===== src/hw/rtl/cube_map_texel_address_assert.svh =====
// ----------------------------------------------------------------------------
// Cube map texel address assertion macros
// Concurrent checks clocked on clk and disabled while arst_n is low.
// ----------------------------------------------------------------------------
`ifndef CUBE_MAP_TEXEL_ADDRESS_ASSERT_SVH
`define CUBE_MAP_TEXEL_ADDRESS_ASSERT_SVH

// same-cycle implication
`define CMTA_ASSERT_IMP(lbl, ante, cons, msg) \
	lbl: assert property (@(posedge clk) disable iff (!arst_n) (ante) |-> (cons)) \
		else $error(msg);

// next-cycle implication
`define CMTA_ASSERT_NXT(lbl, ante, cons, msg) \
	lbl: assert property (@(posedge clk) disable iff (!arst_n) (ante) |=> (cons)) \
		else $error(msg);

`endif


===== src/hw/rtl/cmta_pkg.sv =====
// ----------------------------------------------------------------------------
// Cube map texel address package
// Default widths, register map and face codes.
// ----------------------------------------------------------------------------
`timescale 1ns / 1ps

package cmta_pkg;

	localparam int COORD_BITS_DEF = 16;
	localparam int SIZE_BITS_DEF  = 12;

	localparam int REG_BITS   = 13;
	localparam int DATA_BITS  = 32;
	localparam int PADDR_BITS = 3;
	localparam int FACE_BITS  = 3;

	localparam logic REG_FACE_WIDTH  = 1'b0;
	localparam logic REG_FACE_HEIGHT = 1'b1;

	localparam logic [REG_BITS-1:0] SIZE_RESET = 13'd256;

	typedef enum logic [FACE_BITS-1:0] {
		FACE_POS_X = 3'd0,
		FACE_NEG_X = 3'd1,
		FACE_POS_Y = 3'd2,
		FACE_NEG_Y = 3'd3,
		FACE_POS_Z = 3'd4,
		FACE_NEG_Z = 3'd5
	} face_t;

endpackage


===== src/hw/rtl/cmta_div.sv =====
// ----------------------------------------------------------------------------
// Cube map texel address divider
// Restoring divider, one quotient bit per register stage, all stages share
// one advance enable. The quotient must fit in QUO_BITS.
// ----------------------------------------------------------------------------
`timescale 1ns / 1ps

module cmta_div #(
	parameter int NUM_BITS = 30,
	parameter int DEN_BITS = 17,
	parameter int QUO_BITS = 13
) (
	input  logic                clk,
	input  logic                en,
	input  logic [NUM_BITS-1:0] num,
	input  logic [DEN_BITS-1:0] den,
	output logic [QUO_BITS-1:0] quo
);

	logic [NUM_BITS-1:0] rem_s [QUO_BITS-1];
	logic [DEN_BITS-1:0] den_s [QUO_BITS-1];
	logic [QUO_BITS-1:0] quo_s [QUO_BITS];

	for (genvar gi = 0; gi < QUO_BITS; gi++) begin : g_stage
		logic [NUM_BITS-1:0] rem_in;
		logic [DEN_BITS-1:0] den_in;
		logic [QUO_BITS-1:0] quo_in;
		logic [NUM_BITS-1:0] den_sh;
		logic [NUM_BITS:0]   diff;
		logic                q_bit;

		if (gi == 0) begin : g_first
			assign rem_in = num;
			assign den_in = den;
			assign quo_in = '0;
		end else begin : g_next
			assign rem_in = rem_s[gi-1];
			assign den_in = den_s[gi-1];
			assign quo_in = quo_s[gi-1];
		end

		assign den_sh = NUM_BITS'(den_in) << (QUO_BITS - 1 - gi);
		assign diff   = {1'b0, rem_in} - {1'b0, den_sh};
		assign q_bit  = !diff[NUM_BITS];

		always_ff @(posedge clk) begin
			if (en) begin
				quo_s[gi] <= {quo_in[QUO_BITS-2:0], q_bit};
			end
		end

		if (gi < QUO_BITS - 1) begin : g_rem
			always_ff @(posedge clk) begin
				if (en) begin
					rem_s[gi] <= q_bit ? diff[NUM_BITS-1:0] : rem_in;
					den_s[gi] <= den_in;
				end
			end
		end
	end

	assign quo = quo_s[QUO_BITS-1];

endmodule


===== src/hw/rtl/cube_map_texel_address.sv =====
// ----------------------------------------------------------------------------
// Cube map texel address
// Picks the cube face of a signed direction vector by its largest absolute
// component (ties to z, then y) and maps the two tangent components onto the
// face as floor((m +/- t) * size / (2m)), clamped to size minus one. One vector
// is taken every cycle while dir_stall is low. The pipeline has one stage for
// magnitudes, one for face selection, one for the size multiply, SIZE_BITS + 1
// stages of the restoring divider (one quotient bit each), and the output
// register. A two-entry output buffer keeps the pipeline moving while a
// finished transfer waits; dir_stall rises only when both entries are full.
// face_width and face_height are written over the APB port at byte addresses
// 0 and 4; zero is treated as one, values above 2^SIZE_BITS saturate.
// ----------------------------------------------------------------------------
`timescale 1ns / 1ps
`include "cube_map_texel_address_assert.svh"

module cube_map_texel_address #(
	parameter int COORD_BITS = cmta_pkg::COORD_BITS_DEF,
	parameter int SIZE_BITS  = cmta_pkg::SIZE_BITS_DEF
) (
	input  logic                              clk,
	input  logic                              arst_n,
	input  logic                              psel,
	input  logic                              penable,
	input  logic                              pwrite,
	input  logic [cmta_pkg::PADDR_BITS-1:0]   paddr,
	input  logic [cmta_pkg::DATA_BITS-1:0]    pwdata,
	output logic [cmta_pkg::DATA_BITS-1:0]    prdata,
	output logic                              pready,
	input  logic                              dir_valid,
	output logic                              dir_stall,
	input  logic signed [COORD_BITS-1:0]      dir_x,
	input  logic signed [COORD_BITS-1:0]      dir_y,
	input  logic signed [COORD_BITS-1:0]      dir_z,
	output logic                              texel_valid,
	input  logic                              texel_stall,
	output logic [cmta_pkg::FACE_BITS-1:0]    face,
	output logic [SIZE_BITS-1:0]              texel_col,
	output logic [SIZE_BITS-1:0]              texel_row,
	output logic                              zero_dir
);

	import cmta_pkg::*;

	localparam int AW   = COORD_BITS + 1;
	localparam int EW   = SIZE_BITS + 1;
	localparam int NW   = AW + EW;
	localparam int QB   = EW;
	localparam int CMPW = (REG_BITS > EW) ? REG_BITS : EW;

	typedef struct packed {
		logic [FACE_BITS-1:0] face;
		logic [SIZE_BITS-1:0] col;
		logic [SIZE_BITS-1:0] row;
		logic                 zero;
	} res_t;

	function automatic logic [EW-1:0] eff_size(input logic [REG_BITS-1:0] s);
		logic [CMPW-1:0] s_ext;
		logic [CMPW-1:0] s_max;
		logic [CMPW-1:0] s_eff;
		s_ext = CMPW'(s);
		s_max = CMPW'(1) << SIZE_BITS;
		if (s_ext == '0) begin
			s_eff = CMPW'(1);
		end else if (s_ext > s_max) begin
			s_eff = s_max;
		end else begin
			s_eff = s_ext;
		end
		return s_eff[EW-1:0];
	endfunction

	function automatic logic [SIZE_BITS-1:0] clamp_idx(input logic [EW-1:0] q,
			input logic [EW-1:0] sz);
		logic [EW-1:0] last;
		last = sz - EW'(1);
		return (q > last) ? last[SIZE_BITS-1:0] : q[SIZE_BITS-1:0];
	endfunction

	// configuration registers
	logic [REG_BITS-1:0] face_width_q;
	logic [REG_BITS-1:0] face_height_q;
	logic [EW-1:0]       eff_w;
	logic [EW-1:0]       eff_h;

	always_ff @(posedge clk or negedge arst_n) begin
		if (!arst_n) begin
			face_width_q  <= SIZE_RESET;
			face_height_q <= SIZE_RESET;
		end else if (psel && penable && pwrite) begin
			unique case (paddr[2])
				REG_FACE_WIDTH:  face_width_q  <= pwdata[REG_BITS-1:0];
				REG_FACE_HEIGHT: face_height_q <= pwdata[REG_BITS-1:0];
				default: ;
			endcase
		end
	end

	always_comb begin
		unique case (paddr[2])
			REG_FACE_WIDTH:  prdata = DATA_BITS'(face_width_q);
			REG_FACE_HEIGHT: prdata = DATA_BITS'(face_height_q);
			default:         prdata = '0;
		endcase
	end

	assign pready = 1'b1;
	assign eff_w  = eff_size(face_width_q);
	assign eff_h  = eff_size(face_height_q);

	// pipeline advance: stall everything only while the skid entry is full
	logic en;
	logic skid_vld_q;
	logic out_vld_q;
	logic push;

	assign en        = !skid_vld_q;
	assign dir_stall = skid_vld_q;

	// stage 1: magnitudes
	logic                         vld_s1;
	logic signed [COORD_BITS-1:0] x_s1, y_s1, z_s1;
	logic [AW-1:0]                ax_s1, ay_s1, az_s1;
	logic signed [AW-1:0]         xe, ye, ze;

	assign xe = AW'(dir_x);
	assign ye = AW'(dir_y);
	assign ze = AW'(dir_z);

	always_ff @(posedge clk or negedge arst_n) begin
		if (!arst_n) begin
			vld_s1 <= 1'b0;
		end else if (en) begin
			vld_s1 <= dir_valid;
		end
	end

	always_ff @(posedge clk) begin
		if (en) begin
			x_s1  <= dir_x;
			y_s1  <= dir_y;
			z_s1  <= dir_z;
			ax_s1 <= xe[AW-1] ? AW'(-xe) : AW'(xe);
			ay_s1 <= ye[AW-1] ? AW'(-ye) : AW'(ye);
			az_s1 <= ze[AW-1] ? AW'(-ze) : AW'(ze);
		end
	end

	// stage 2: face selection and tangent offsets
	logic                         vld_s2;
	logic [FACE_BITS-1:0]         face_s2;
	logic                         zero_s2;
	logic [AW-1:0]                au_s2, av_s2, den_s2;

	logic                         z_major, y_major;
	logic [AW-1:0]                m_sel;
	face_t                        face_sel;
	logic signed [COORD_BITS-1:0] tu, tv;
	logic                         nu, nv;
	logic signed [AW:0]           m_sx, tu_sx, tv_sx, su, sv;

	always_comb begin
		z_major = (az_s1 >= ax_s1) && (az_s1 >= ay_s1);
		y_major = !z_major && (ay_s1 >= ax_s1);
		if (z_major) begin
			m_sel    = az_s1;
			face_sel = (z_s1 > 0) ? FACE_POS_Z : FACE_NEG_Z;
			tu       = x_s1;
			nu       = !(z_s1 > 0);
			tv       = y_s1;
			nv       = 1'b1;
		end else if (y_major) begin
			m_sel    = ay_s1;
			face_sel = (y_s1 > 0) ? FACE_POS_Y : FACE_NEG_Y;
			tu       = x_s1;
			nu       = 1'b0;
			tv       = z_s1;
			nv       = !(y_s1 > 0);
		end else begin
			m_sel    = ax_s1;
			face_sel = (x_s1 > 0) ? FACE_POS_X : FACE_NEG_X;
			tu       = z_s1;
			nu       = (x_s1 > 0);
			tv       = y_s1;
			nv       = 1'b1;
		end
		m_sx  = $signed({1'b0, m_sel});
		tu_sx = (AW + 1)'(tu);
		tv_sx = (AW + 1)'(tv);
		su    = nu ? (m_sx - tu_sx) : (m_sx + tu_sx);
		sv    = nv ? (m_sx - tv_sx) : (m_sx + tv_sx);
	end

	always_ff @(posedge clk or negedge arst_n) begin
		if (!arst_n) begin
			vld_s2 <= 1'b0;
		end else if (en) begin
			vld_s2 <= vld_s1;
		end
	end

	always_ff @(posedge clk) begin
		if (en) begin
			face_s2 <= face_sel;
			zero_s2 <= (ax_s1 == '0) && (ay_s1 == '0) && (az_s1 == '0);
			au_s2   <= su[AW-1:0];
			av_s2   <= sv[AW-1:0];
			den_s2  <= {m_sel[AW-2:0], 1'b0};
		end
	end

	// stage 3: scale by face size
	logic                 vld_s3;
	logic [FACE_BITS-1:0] face_s3;
	logic                 zero_s3;
	logic [NW-1:0]        num_u_s3, num_v_s3;
	logic [AW-1:0]        den_s3;

	always_ff @(posedge clk or negedge arst_n) begin
		if (!arst_n) begin
			vld_s3 <= 1'b0;
		end else if (en) begin
			vld_s3 <= vld_s2;
		end
	end

	always_ff @(posedge clk) begin
		if (en) begin
			face_s3  <= face_s2;
			zero_s3  <= zero_s2;
			num_u_s3 <= NW'(au_s2) * NW'(eff_w);
			num_v_s3 <= NW'(av_s2) * NW'(eff_h);
			den_s3   <= den_s2;
		end
	end

	// divider stages
	logic [EW-1:0]        quo_u, quo_v;
	logic                 div_vld_s  [QB];
	logic [FACE_BITS-1:0] div_face_s [QB];
	logic                 div_zero_s [QB];

	cmta_div #(
		.NUM_BITS (NW),
		.DEN_BITS (AW),
		.QUO_BITS (QB)
	) u_div_col (
		.clk (clk),
		.en  (en),
		.num (num_u_s3),
		.den (den_s3),
		.quo (quo_u)
	);

	cmta_div #(
		.NUM_BITS (NW),
		.DEN_BITS (AW),
		.QUO_BITS (QB)
	) u_div_row (
		.clk (clk),
		.en  (en),
		.num (num_v_s3),
		.den (den_s3),
		.quo (quo_v)
	);

	always_ff @(posedge clk or negedge arst_n) begin
		if (!arst_n) begin
			for (int i = 0; i < QB; i++) begin
				div_vld_s[i] <= 1'b0;
			end
		end else if (en) begin
			div_vld_s[0] <= vld_s3;
			for (int i = 1; i < QB; i++) begin
				div_vld_s[i] <= div_vld_s[i-1];
			end
		end
	end

	always_ff @(posedge clk) begin
		if (en) begin
			div_face_s[0] <= face_s3;
			div_zero_s[0] <= zero_s3;
			for (int i = 1; i < QB; i++) begin
				div_face_s[i] <= div_face_s[i-1];
				div_zero_s[i] <= div_zero_s[i-1];
			end
		end
	end

	// clamp and output buffer
	res_t res_new;
	res_t out_q;
	res_t skid_q;

	always_comb begin
		res_new.face = div_face_s[QB-1];
		res_new.zero = div_zero_s[QB-1];
		res_new.col  = div_zero_s[QB-1] ? '0 : clamp_idx(quo_u, eff_w);
		res_new.row  = div_zero_s[QB-1] ? '0 : clamp_idx(quo_v, eff_h);
	end

	assign push = en && div_vld_s[QB-1];

	always_ff @(posedge clk or negedge arst_n) begin
		if (!arst_n) begin
			out_vld_q  <= 1'b0;
			skid_vld_q <= 1'b0;
		end else if (!out_vld_q || !texel_stall) begin
			if (skid_vld_q) begin
				out_vld_q  <= 1'b1;
				skid_vld_q <= 1'b0;
			end else begin
				out_vld_q <= push;
			end
		end else if (push) begin
			skid_vld_q <= 1'b1;
		end
	end

	always_ff @(posedge clk) begin
		if (!out_vld_q || !texel_stall) begin
			if (skid_vld_q) begin
				out_q <= skid_q;
			end else if (push) begin
				out_q <= res_new;
			end
		end else if (push) begin
			skid_q <= res_new;
		end
	end

	assign texel_valid = out_vld_q;
	assign face        = out_q.face;
	assign texel_col   = out_q.col;
	assign texel_row   = out_q.row;
	assign zero_dir    = out_q.zero;

	`CMTA_ASSERT_IMP(a_skid_behind_out, skid_vld_q, out_vld_q, "skid entry without output entry")
	`CMTA_ASSERT_NXT(a_skid_fill, out_vld_q && texel_stall && push, skid_vld_q, "transfer dropped at full output")
	`CMTA_ASSERT_IMP(a_zero_result, texel_valid && zero_dir, texel_col == '0 && texel_row == '0 && face == FACE_NEG_Z, "zero vector result not cleared")
	`CMTA_ASSERT_IMP(a_col_clamp, texel_valid && !zero_dir, EW'(texel_col) < eff_w && EW'(texel_row) < eff_h, "texel index beyond face size")

endmodule

===== config.mk =====
export PLATFORM = sky130hd
export DESIGN_NAME = cube_map_texel_address
export DESIGN_NICKNAME = d
export VERILOG_FILES = /design/src/hw/rtl/cmta_pkg.sv /design/src/hw/rtl/cmta_div.sv /design/src/hw/rtl/cube_map_texel_address.sv
export VERILOG_INCLUDE_DIRS = /design/src /design/src/hw/rtl
export SDC_FILE = /design/constraint.sdc
export NUM_CORES = 2
export LEC_CHECK = 0
export BUFFER_PORTS_ARGS = -buffer_cell sky130_fd_sc_hd__buf_2
export CAP_MARGIN = 10
export CORE_MARGIN = 2
export CORE_UTILIZATION = 45
export CTS_CLUSTER_SIZE = 12
export DETAILED_ROUTE_END_ITERATION = 10
export GPL_TIMING_DRIVEN = 0
export SLEW_MARGIN = 30
export SYNTH_ARGS = -nofsm -noshare
export SYNTH_HDL_FRONTEND = slang
export SYNTH_SLANG_ARGS = --single-unit

===== constraint.sdc =====
create_clock -name clk -period 39.5 [get_ports clk]
set_input_delay 3.95 -clock clk [delete_from_list [all_inputs] [get_ports clk]]
set_output_delay 3.95 -clock clk [all_outputs]
set_load 0.005 [all_outputs]

==> results.tsv <==
stage	metric	value	unit
timing	final setup fails	0	
timing	slew margin rel.	31.0	%
hold_path	instance count along the most critical hold path	0	
route	TritonRoute pass-1 iters	6	
timing	slew at the pin with the worst max-slew slack	1.03	ns
logic_synthesis	post-synthesis register bit count	1450	
logic_synthesis	mux cell area share after synthesis	2.56	%
clock_network	post-CTS setup buffer count	0	
timing	smallest setup slack after layout	30.15	ns
timing	time the final worst path needs with I/O delays and setup	9.35	ns
logic_synthesis	post-synthesis cell count	8031	
final_layout	Sequential cell area	0.0433	mm2
critical_path	endpoint arrival time on the critical path	5.40	ns
timing	pins over their slew limit	0	
timing	post-route fraction of the period consumed by the critical path	23.7	%
route	remaining routing DRC violations	0	
logic_synthesis	Async S/R FF share, synth	3.03	%
critical_path	endpoint of the most critical register-to-register path	num_v_s3[28]	
route	WL final	234000	um
critical_path	worst setup path class	primary input to output pin	
route	routed via count divided by cell count	5.35	
logic_synthesis	post-synthesis simple-gate area fraction	11.8	%
final_layout	commonest non-fill, non-tap cells in the layout	1,406 x sky130_fd_sc_hd__edfxtp_1, 873 x sky130_fd_sc_hd__inv_1, 705 x sky130_fd_sc_hd__nand2_1, 680 x sky130_fd_sc_hd__ha_1, 547 x sky130_fd_sc_hd__nor2_1	
placement	Place WS	30.19	ns
critical_path	start of the worst register-to-register path	face_height_q[3]	
logic_synthesis	yosys synthesis warning count	0	
floorplan	standard-cell row count	164	
grt	maximum number of pins on one net before global-route repair	101	
grt	gr ovfl total	0	
final_layout	number of fill cells in the layout	17665	
floorplan	Placeable Area	0.200	mm2
timing	Hold Vio Cnt, Final	0	
final_layout	combined area of the multi-input logic cells	0.0428	mm2
timing	setup repair after global routing missed its margin	no	
grt	global routing met2 resource utilization	41.4	%
clock_network	maximum number of buffers from clock root to sink	3	
logic_synthesis	mean cell area of the mapped netlist	11.2	um2
route	total via count in the routed design	59807	
hold_path	Hold Crit Class	flop to flop	
critical_path	required time reported for the critical path endpoint	35.55	ns
grt	via count of the first global-routing pass	60775	
logic_synthesis	most used flip-flop cell after synthesis	sky130_fd_sc_hd__edfxtp_1	
clock_network	Worst-Skew Late Latency	0.84	ns
logic_synthesis	Seq/Total Area, Yosys	48.0	%
floorplan	number of ports placed on the die boundary	153	
critical_path	reg-to-reg setup timing slack	31.74	ns
final_layout	leading cell type in the layout, fill and taps excluded	sky130_fd_sc_hd__edfxtp_1	
placement	detailed placer's ending HPWL	187000	um
placement	routability congestion estimate from global placement	0.922	
hold_path	hold-critical path endpoint	u_div_row.rem_s[3][6]	
clock_network	Clk pin slew, worst setup/hold paths	0.06	ns
final_layout	final net count	9477	
grt	most congested layer reported by global routing	met2	
logic_synthesis	post-synthesis compound-gate area fraction	10.4	%
logic_synthesis	Mapped Area	0.0903	mm2
route	Wirelength per Cell	21.0	um
logic_synthesis	number of enable-type register cells in the synthesized netlist	1406	
final_layout	fraction of final layout cells sized beyond drive strength 1	8.03	%
floorplan	initial core utilization	45.2	%
final_layout	area delta synth->final	11.1	%
clock_network	Inserted Clock Buffers	163	
clock_network	number of levels in the clock H-tree	4	
critical_path	ordered list of cells on the worst path	buf_2 > clkbuf_1 > mux2_2 > buf_2	
route	Iter 0 DRT Violations	3980	
critical_path	CP max-delay cell	sky130_fd_sc_hd__mux2_2	
grt	GRT met1 Usage	26.8	%
clock_network	clock sink count	1450	
logic_synthesis	xor-xnor portion of the synthesized cell area	5.23	%
route	Antenna Nets Post-Route	0	
timing	clock skew after layout	0.0755	ns
grt	antenna violations before repair	9	
critical_path	depth of the worst register-to-register path	24	
grt	first-pass GRT wire length	357000	um
logic_synthesis	Post-Synth Adder-Cell Area	17.3	%
hold_path	Min-Delay Startpoint	u_div_row.rem_s[2][6]	
floorplan	Die Footprint	0.204	mm2
critical_path	Critical Path Source Type	primary input	
clock_network	count of hold buffers inserted by post-cts repair	0	
critical_path	Worst Path Max Fanout	10	
grt	overall fraction of global-route tracks in use	22.9	%
logic_synthesis	combinational family with the most area after synthesis	adder cells	
critical_path	cell repeated most along the worst path	sky130_fd_sc_hd__buf_2	
critical_path	capturing element type of the critical path	output pin	
floorplan	height of the die	452	um
clock_network	library cell used as clock root buffer	sky130_fd_sc_hd__clkbuf_16	
logic_synthesis	Netlist cell types	109	
grt	met3 Track Usage GR	3.19	%
timing	maximum clock frequency	107	MHz
flow_run	number of maximum-capacitance violations	0	
clock_network	TritonCTS clock tree	built	
outcome	outcome	completed	
placement	number of port buffers	111	
critical_path	CP max stage delay	0.60	ns
floorplan	die width	452	um
clock_network	Post-CTS Resized	0	
==> Yosys cell counts, types with 9 or more instances <==
master / instances / share of area [%]
sky130_fd_sc_hd__edfxtp_1: 1406 / 47
sky130_fd_sc_hd__inv_1: 874 / 3.6
sky130_fd_sc_hd__nand2_1: 705 / 2.9
sky130_fd_sc_hd__ha_1: 680 / 9.4
sky130_fd_sc_hd__nor2_1: 547 / 2.3
sky130_fd_sc_hd__a21oi_1: 431 / 2.4
sky130_fd_sc_hd__o21ai_0: 376 / 2.1
sky130_fd_sc_hd__fa_1: 356 / 7.9
sky130_fd_sc_hd__xnor2_1: 337 / 3.3
sky130_fd_sc_hd__and2_1: 221 / 1.5
sky130_fd_sc_hd__xor2_1: 202 / 2.0
sky130_fd_sc_hd__mux2_2: 167 / 2.1
sky130_fd_sc_hd__nor3_1: 157 / 0.87
sky130_fd_sc_hd__clkbuf_1: 155 / 0.64
sky130_fd_sc_hd__a21o_1: 129 / 1.1
sky130_fd_sc_hd__nor2b_1: 110 / 0.76
sky130_fd_sc_hd__o21a_1: 105 / 0.87
sky130_fd_sc_hd__nand2b_1: 96 / 0.67
sky130_fd_sc_hd__o31ai_1: 83 / 0.69
sky130_fd_sc_hd__nand3_1: 81 / 0.45
sky130_fd_sc_hd__nor4_1: 63 / 0.44
sky130_fd_sc_hd__a21boi_0: 50 / 0.42
sky130_fd_sc_hd__or3_1: 50 / 0.35
sky130_fd_sc_hd__a211oi_1: 44 / 0.37
sky130_fd_sc_hd__dfrtp_1: 42 / 1.2
sky130_fd_sc_hd__mux2i_1: 42 / 0.47
sky130_fd_sc_hd__a31oi_1: 38 / 0.26
sky130_fd_sc_hd__nand4_1: 35 / 0.24
sky130_fd_sc_hd__buf_2: 30 / 0.17
sky130_fd_sc_hd__buf_4: 25 / 0.21
sky130_fd_sc_hd__o41ai_1: 25 / 0.24
sky130_fd_sc_hd__o21bai_1: 24 / 0.20
sky130_fd_sc_hd__and3_1: 23 / 0.16
sky130_fd_sc_hd__o211ai_1: 22 / 0.18
sky130_fd_sc_hd__or2_2: 22 / 0.15
sky130_fd_sc_hd__o21ai_1: 21 / 0.12
sky130_fd_sc_hd__or4_1: 20 / 0.17
sky130_fd_sc_hd__nand3b_1: 16 / 0.13
sky130_fd_sc_hd__nor3b_1: 14 / 0.12
sky130_fd_sc_hd__a21boi_1: 11 / 0.091
sky130_fd_sc_hd__o31a_1: 11 / 0.11
sky130_fd_sc_hd__nor4b_1: 9 / 0.087
==> area by class of cell <==
cell class	instances	area share, %
Multi-Input combinational cell	5503	42.7
Sequential cell	1450	43.2
Clock inverter	81	1.03
Inverter	879	3.30
Antenna cell	42	0.105
Buffer	220	0.981
Tap cell	2656	3.31
Clock buffer	213	4.30
Timing Repair Buffer	134	1.09
==> metrics by stage <==
step	util, %	setup TNS [ns]	instances	hold WS, ns	cell area, um2
3_5_place_dp	47.5	0	10842	0.405	94800
3_3_place_gp	47.2	-1.09	10819	0.401	94200
4_1_cts	50.2	0	11136	0.348	100000
6_report	50.2	0	11178	0.365	100000
5_1_grt	50.2	0	11174	0.361	100000
2_1_floorplan	-	0	8052	0.400	90400
==> critical path, delay by kind of cell <==
| family | cells | cell delay (ns) |
|---|---|---|
| buffers and inverters | 3 | 0.85 |
| muxes | 1 | 0.60 |
==> state kept, by name, indices dropped and copies added, names as in the netlist, 17 cells and up <==
signal	count
u_div_row.rem_s	348
num_v_s3	29
div_face_s	39
num_u_s3	29
u_div_row.quo_s	91
u_div_row.den_s	128
u_div_col.quo_s	91
av_s2	17
u_div_col.rem_s	348
skid_q	28
u_div_col.den_s	64
au_s2	17
==> how the worst max path moves through the flow <==
stage / from / endpoint / slack [ns] / cells past startpoint
6_report: paddr[2] / prdata[11] / 30.15 / 4
5_1_grt: paddr[2] / prdata[11] / 30.14 / 4
4_1_cts: paddr[2] / prdata[9] / 30.19 / 4
3_5_place_dp: paddr[2] / prdata[9] / 30.19 / 4
3_3_place_gp: dir_stall / texel_row[1] / -1.09 / 3
2_1_floorplan: dir_stall / texel_row[1] / 9.36 / 3
==> kinds of logic (layout without fill, tap and decap cells) <==
kind of cell	after synthesis	count (layout)
fa+ha+maj	1036	1036
simple gates	2208	2208
xor+xnor	539	539
flops	1450	1450
compound gates	1487	1487
other cells	2	65
mux	210	210
buf+inv	1099	1527
==> per-layer routing <==
layer,vias to the layer above,part of all wire [%]
li1,28919,-
met1,29143,40
met2,1319,51
met3,426,4.1
met4,0,4.9
met5,-,0
Power is left out: the tool's default activity adds up to more than one toggle a clock period on the data nets, which glitch-free logic cannot reach.
